File: config.mk
export PLATFORM = sky130hd
export DESIGN_NAME = etf_ctrl
export DESIGN_NICKNAME = d
export VERILOG_FILES = /design/src/rtl/etf_pkg.sv /design/src/rtl/etf_ctrl.sv
export SDC_FILE = /design/constraint.sdc
export NUM_CORES = 1
export LEC_CHECK = 0
export ABC_CLOCK_PERIOD_IN_PS = 3100
export BUFFER_PORTS_ARGS = -buffer_cell sky130_fd_sc_hd__buf_4
export CORE_MARGIN = 2
export CORE_UTILIZATION = 53
export DETAILED_ROUTE_END_ITERATION = 7
export PLACE_DENSITY = 0.81
export SLEW_MARGIN = 15
export SYNTH_ARGS = -nofsm -noshare
export SYNTH_HDL_FRONTEND = slang
export SYNTH_SLANG_ARGS = --single-unit
File: constraint.sdc
create_clock -name clk -period 3.1 [get_ports clk]
set_clock_uncertainty 0.2 [all_clocks]
set_input_delay 0.62 -clock clk [delete_from_list [all_inputs] [get_ports clk]]
set_output_delay 0.62 -clock clk [all_outputs]
set_load 0.01 [all_outputs]
File: src/rtl/etf_pkg.sv
package etf_pkg;

  localparam int COORD_FRAC_BITS = 28;
  localparam int ITER_BITS       = 16;
  localparam int MAX_POWER       = 8;
  localparam int COORD_W         = 32;
  localparam int CFG_IDX_W       = 3;
  localparam int CFG_DATA_W      = 32;

  localparam logic [CFG_IDX_W-1:0] REG_MAX_ITER   = 3'd0;
  localparam logic [CFG_IDX_W-1:0] REG_POWER      = 3'd1;
  localparam logic [CFG_IDX_W-1:0] REG_JULIA_MODE = 3'd2;
  localparam logic [CFG_IDX_W-1:0] REG_JULIA_RE   = 3'd3;
  localparam logic [CFG_IDX_W-1:0] REG_JULIA_IM   = 3'd4;
  localparam logic [CFG_IDX_W-1:0] REG_COLOUR     = 3'd5;

  localparam int CF_SHOW   = 0;
  localparam int CF_GREY   = 1;
  localparam int CF_RED    = 2;
  localparam int CF_GREEN  = 3;
  localparam int CF_BLUE   = 4;
  localparam int CF_INVERT = 5;

  // Product operand select for the shared multiplier.
  typedef enum logic [2:0] {
    MS_RR, MS_II, MS_RI, MS_IR, MS_ZRR, MS_ZII
  } mul_sel_t;

  typedef struct packed {
    logic     load;      // take the point, start z at c
    logic     mul_go;    // issue one product
    mul_sel_t mul_sel;
    logic     esc_eval;  // compare |z|^2 with 4
    logic     cm_re;     // form real part of t*z
    logic     cm_im;     // form imaginary part, update t
    logic     add_c;     // z = t + a
    logic     col_go;    // start colour division
  } etf_cmd_t;

  typedef struct packed {
    logic mul_done;
    logic escaped;
    logic col_done;
  } etf_sts_t;

endpackage

File: src/rtl/etf_ctrl.sv
module etf_ctrl #(
  parameter int ITER_BITS = etf_pkg::ITER_BITS,
  parameter int MAX_POWER = etf_pkg::MAX_POWER
) (
  input  logic                 clk,
  input  logic                 rst_n,
  input  logic                 in_fire,
  input  logic                 out_fire,
  input  logic [15:0]          max_iter,
  input  logic [3:0]           power,
  input  logic                 julia,
  input  logic [5:0]           flags,
  input  etf_pkg::etf_sts_t    sts,
  input  logic [7:0]           quot,
  input  logic                 rem_nz,
  output etf_pkg::etf_cmd_t    cmd,
  output logic                 busy,
  output logic [ITER_BITS-1:0] budget,
  output logic [ITER_BITS-1:0] count,
  output logic                 out_valid,
  output logic                 out_in_set,
  output logic [7:0]           out_red,
  output logic [7:0]           out_green,
  output logic [7:0]           out_blue
);
  import etf_pkg::*;
  localparam int PWB = $clog2(MAX_POWER + 1);
  localparam logic [ITER_BITS-1:0] ITER_MAX = '1;

  typedef enum logic [3:0] {
    S_IDLE, S_SQ0, S_SQ1, S_TEST, S_M0, S_M1, S_M2, S_M3, S_ADD, S_COL, S_FIN, S_OUT
  } state_t;

  state_t               state_r;
  logic [ITER_BITS-1:0] budget_r, count_r;
  logic [PWB-1:0]       pw_r, k_r;
  logic                 inset_r, waited_r;
  logic [7:0]           r_r, g_r, b_r;
  logic                 valid_r;

  logic [PWB-1:0] pw_sel;
  always_comb begin
    if (julia || power < 4'd2)              pw_sel = PWB'(2);
    else if (32'(power) > MAX_POWER)       pw_sel = PWB'(MAX_POWER);
    else                                    pw_sel = PWB'(power);
  end

  logic [7:0] chan, grey, fin_r, fin_g, fin_b;
  always_comb begin
    grey = 8'd255 - quot - {7'd0, rem_nz};
    fin_r = 8'd0; fin_g = 8'd0; fin_b = 8'd0;
    if (!inset_r) begin
      if (!flags[CF_SHOW]) begin
        fin_r = 8'd255; fin_g = 8'd255; fin_b = 8'd255;
      end else if (flags[CF_GREY]) begin
        fin_r = grey; fin_g = grey; fin_b = grey;
      end else begin
        fin_r = flags[CF_RED]   ? quot : 8'd0;
        fin_g = flags[CF_GREEN] ? quot : 8'd0;
        fin_b = flags[CF_BLUE]  ? quot : 8'd0;
      end
    end
    if (flags[CF_INVERT]) begin
      fin_r = ~fin_r; fin_g = ~fin_g; fin_b = ~fin_b;
    end
    chan = fin_r;
  end

  always_comb begin
    cmd = '0;
    cmd.load     = in_fire;
    unique case (state_r)
      S_SQ0: begin cmd.mul_sel = MS_ZRR; cmd.mul_go = !waited_r; end
      S_SQ1: begin cmd.mul_sel = MS_ZII; cmd.mul_go = !waited_r; end
      S_TEST: cmd.esc_eval = 1'b1;
      S_M0: begin cmd.mul_sel = MS_RR; cmd.mul_go = !waited_r; end
      S_M1: begin cmd.mul_sel = MS_II; cmd.mul_go = !waited_r; cmd.cm_re = sts.mul_done; end
      S_M2: begin cmd.mul_sel = MS_RI; cmd.mul_go = !waited_r; end
      S_M3: begin cmd.mul_sel = MS_IR; cmd.mul_go = !waited_r; cmd.cm_im = sts.mul_done; end
      S_ADD: cmd.add_c = 1'b1;
      default: ;
    endcase
    cmd.col_go = (state_r == S_TEST && waited_r && count_r != budget_r &&
                  sts.escaped && flags[CF_SHOW]);
  end

  // Each multiply state first issues, then waits for the product.
  always_ff @(posedge clk) begin
    if (!rst_n) begin
      state_r  <= S_IDLE;
      valid_r  <= 1'b0;
      waited_r <= 1'b0;
    end else begin
      unique case (state_r)
        S_IDLE: if (in_fire) begin
          budget_r <= (32'(max_iter) > 32'(ITER_MAX)) ? ITER_MAX : ITER_BITS'(max_iter);
          pw_r     <= pw_sel;
          count_r  <= '0;
          inset_r  <= 1'b1;
          waited_r <= 1'b0;
          state_r  <= S_TEST;
        end
        S_TEST: begin
          if (count_r == budget_r) begin
            state_r <= S_FIN;
          end else if (!waited_r) begin
            waited_r <= 1'b0;
            state_r  <= S_SQ0;
          end else if (sts.escaped) begin
            inset_r  <= 1'b0;
            waited_r <= 1'b0;
            state_r  <= flags[CF_SHOW] ? S_COL : S_FIN;
          end else begin
            k_r      <= PWB'(1);
            waited_r <= 1'b0;
            state_r  <= S_M0;
          end
        end
        S_SQ0, S_M0, S_M2: begin
          waited_r <= 1'b1;
          if (sts.mul_done) begin
            waited_r <= 1'b0;
            state_r  <= state_t'(state_r + 4'd1);
          end
        end
        S_SQ1: begin
          waited_r <= 1'b1;
          if (sts.mul_done) state_r <= S_TEST;
        end
        S_M1: begin
          waited_r <= 1'b1;
          if (sts.mul_done) begin
            waited_r <= 1'b0;
            state_r  <= S_M2;
          end
        end
        S_M3: begin
          waited_r <= 1'b1;
          if (sts.mul_done) begin
            waited_r <= 1'b0;
            k_r      <= k_r + PWB'(1);
            state_r  <= (k_r + PWB'(1) == pw_r) ? S_ADD : S_M0;
          end
        end
        S_ADD: begin
          count_r <= count_r + ITER_BITS'(1);
          state_r <= S_TEST;
        end
        S_COL: if (sts.col_done) state_r <= S_FIN;
        S_FIN: begin
          r_r <= chan; g_r <= fin_g; b_r <= fin_b;
          valid_r <= 1'b1;
          state_r <= S_OUT;
        end
        default: if (out_fire) begin
          valid_r <= 1'b0;
          state_r <= S_IDLE;
        end
      endcase
    end
  end

  assign busy       = state_r != S_IDLE;
  assign budget     = budget_r;
  assign count      = count_r;
  assign out_valid  = valid_r;
  assign out_in_set = inset_r;
  assign out_red    = r_r;
  assign out_green  = g_r;
  assign out_blue   = b_r;
endmodule

==> summary.txt <==
Max H-tree Level = 3
Hold crit path type = in -> reg
HPWL after detailed placement = 7.347 mm
Total grt overflow = 0
Worst r2r dst = k_r[0]
Final ANT Viol Nets = 0
Mapped cell area = 4064 um2
Final setup margin = 182.7 ps
Yosys warnings = 0
Area grow syn2layout = 28.11%
WHS = 239.3 ps
CTS tree = yes
Hold_buf cts = 0
CP required = 2280 ps
CP arrival = 2100 ps
Skew-Pair Late Insertion Delay = 350 ps
Worst slew margin = 0.4880
Post-synthesis sequential area ratio = 0.5099
Pwr dens = 564.9 nW/um2
RSZ-0062 raised after global routing = false
Top cells by area, synth = edfxtp_1 48%, xor2_1 11%, nand2_1 3.9%
Post-synth cell types = 51
Wire per inst = 16.79 um
Tcrit/Tclk final = 0.9410
Die width = 91.57 um
CP Class = reg -> out
R2R setup slack = 810 ps
Top cell type's share of synthesized area = 0.4803
Post-synth EDFFs = 65
Number of global-route vias before repair = 3,156
Placed instance count = 587
Fin. max-slew vios = 0
Clock Sink Count = 71
Crit end category = output port
Cells after Synth = 392
Syn_nets = 443
Cell depth of the worst flop-to-flop path = 6
First-pass GRT wire length = 15.70 mm
Root Buffer = clkbuf_8
Final nets = 553
Crit Path Max Fanout = 7
Initial antenna violation count = 0
Hold Path End = budget[13]
Worst R2R Start = count[8]
Startpoint type of the worst setup path = flop
Max VDD drop = 424.6 uV
Maximum clock rate = 342.8 MHz
Fillcell total = 541
Pwr Total = 2.941 mW
Core footprint = 7331 um2
Routed WL = 10.17 mm
Clock buffer depth = 2
Final worst path period need = 2917 ps
1st-iter DRT viols = 348
Row cnt = 31
Gr usage total = 0.2385
# IOs = 112
Ys async rst share = 0
DP Worst Slack = 546.6 ps
Fraction of layout instances using a drive strength above 1 = 0.2801
Commonest non-fill, non-tap cell in the layout = buf_4
Hold_sp = max_iter[13]
Worst Tran Pin Value = 768.0 ps
Area of the die = 8384 um2
N_diodes = 0
Gpl congestion = 0.9648
Cts repair resizes = 0
# DRC = 0
Initial Util = 0.5544
Pin count of the biggest net entering global routing = 26
Final hold violation count = 0
Filler-free cell count of the finished design = 606
Die Ht = 91.57 um
Port Buffers = 111
Status = completed
Final setup fails = 0
Synth Area per Inst = 10.37 um2
Postcts setup bufs = 0
Vias per inst = 5.647
CTS buffer count = 9
Leakage = 2.061 nW
Setup tns final = 0 ps
Dominant synthesized flop cell = edfxtp_1
Synthesis-stage register bit count = 71
Largest area contributor in the netlist = edfxtp_1
Most frequent cells in the layout = 119 x buf_4, 65 x edfxtp_1, 50 x xor2_1
Hold Crit Depth = 1
Via count = 3,422
Clock-pin slew on the worst setup and hold paths = 90 ps
Maxcap violations = 0
DR pass1 iterations = 7
final cells by class:
cell class,count,area (um2),area share
Clock inverter,7,103.9,0.01995
Sequential cell,71,2072,0.3980
Multi-Input combinational cell,291,1852,0.3557
Timing Repair Buffer,119,893.4,0.1716
Inverter,10,37.54,0.007210
Clock buffer,9,123.9,0.02379
Tap cell,99,123.9,0.02379
logic make-up after synthesis:
| logic type | after synthesis | share of synthesized area |
|---|---|---|
| XOR/XNOR | 58 | 0.1250 |
| AND/OR/NAND/NOR | 146 | 0.1838 |
| multiplexers | 1 | 0.002463 |
| AO/OA/AOI/OAI | 78 | 0.1198 |
| buffers and inverters | 30 | 0.03448 |
| adder cells (fa/ha/maj) | 8 | 0.02463 |
| flip-flops | 71 | 0.5099 |
synth_stat cells (2+ instances only):
cell type	instances
o21ai_0	15
nand2_1	42
and3_1	6
buf_6	2
nor2b_1	11
a22o_1	2
nand4_2	2
and4_1	2
ha_1	8
nand2b_1	2
nor3_1	8
dfxtp_1	6
a31oi_1	8
xnor2_1	8
o22ai_1	3
nor2_1	30
nand4_1	5
buf_2	6
o2111ai_1	2
nor4_1	3
edfxtp_1	65
nor3b_1	2
and2_1	2
xor2_1	50
nor4_2	2
buf_1	3
a21boi_0	6
inv_1	10
nand3_1	14
or3_1	10
a21oi_1	30
a211oi_1	2
clkbuf_1	7
registers in the layout, indices dropped and copies added (netlist names), 4 cells and up:
signal     cells
out_green      8
pw_r           4
out_blue       8
out_red        8
count         16
budget        16
k_r            4
state_r        4
worst max-delay path by stage:
| stage | cells after the start | startpoint | end | slack, ps |
|---|---|---|---|---|
| 2_1_floorplan | 3 | rst_n | count[0] | 690 |
| 3_3_place_gp | 5 | count[8] | cmd[0] | 580 |
| 3_5_place_dp | 5 | count[4] | cmd[0] | 550 |
| 4_1_cts | 5 | count[8] | cmd[0] | 80 |
| 5_1_grt | 5 | count[12] | cmd[0] | 110 |
| 6_report | 5 | count[8] | cmd[0] | 180 |
metal layers:
layer,up-vias,GRT usage,routed length [um]
li1,1637,-,-
met1,1599,0.3132,4249
met2,158,0.3915,5023
met3,28,0.03651,595
met4,0,0.1035,304
met5,-,0,0
where the power goes:
part | internal (mW) | switching (mW) | total (mW)
combinational | 0.361 | 0.487 | 0.847
sequential | 1.15 | 0.104 | 1.25
clock | 0.462 | 0.380 | 0.842
total | 1.97 | 0.970 | 2.94
worst max-delay path, stage by stage, from the launching register on:
cell	delay (ps)
edfxtp_1	510
xor2_1	210
nor4_1	360
nand4_2	270
and3_1	260
buf_4	140
metrics by stage:
step	area (um2)	util
finish	5206	0.7102
global route	5206	0.7102
CTS	5184	0.7071
detailed placement	4956	0.6761
global placement	4956	0.6761
floorplan	4064	-
Note: power is estimated with default switching activity, not from simulation.
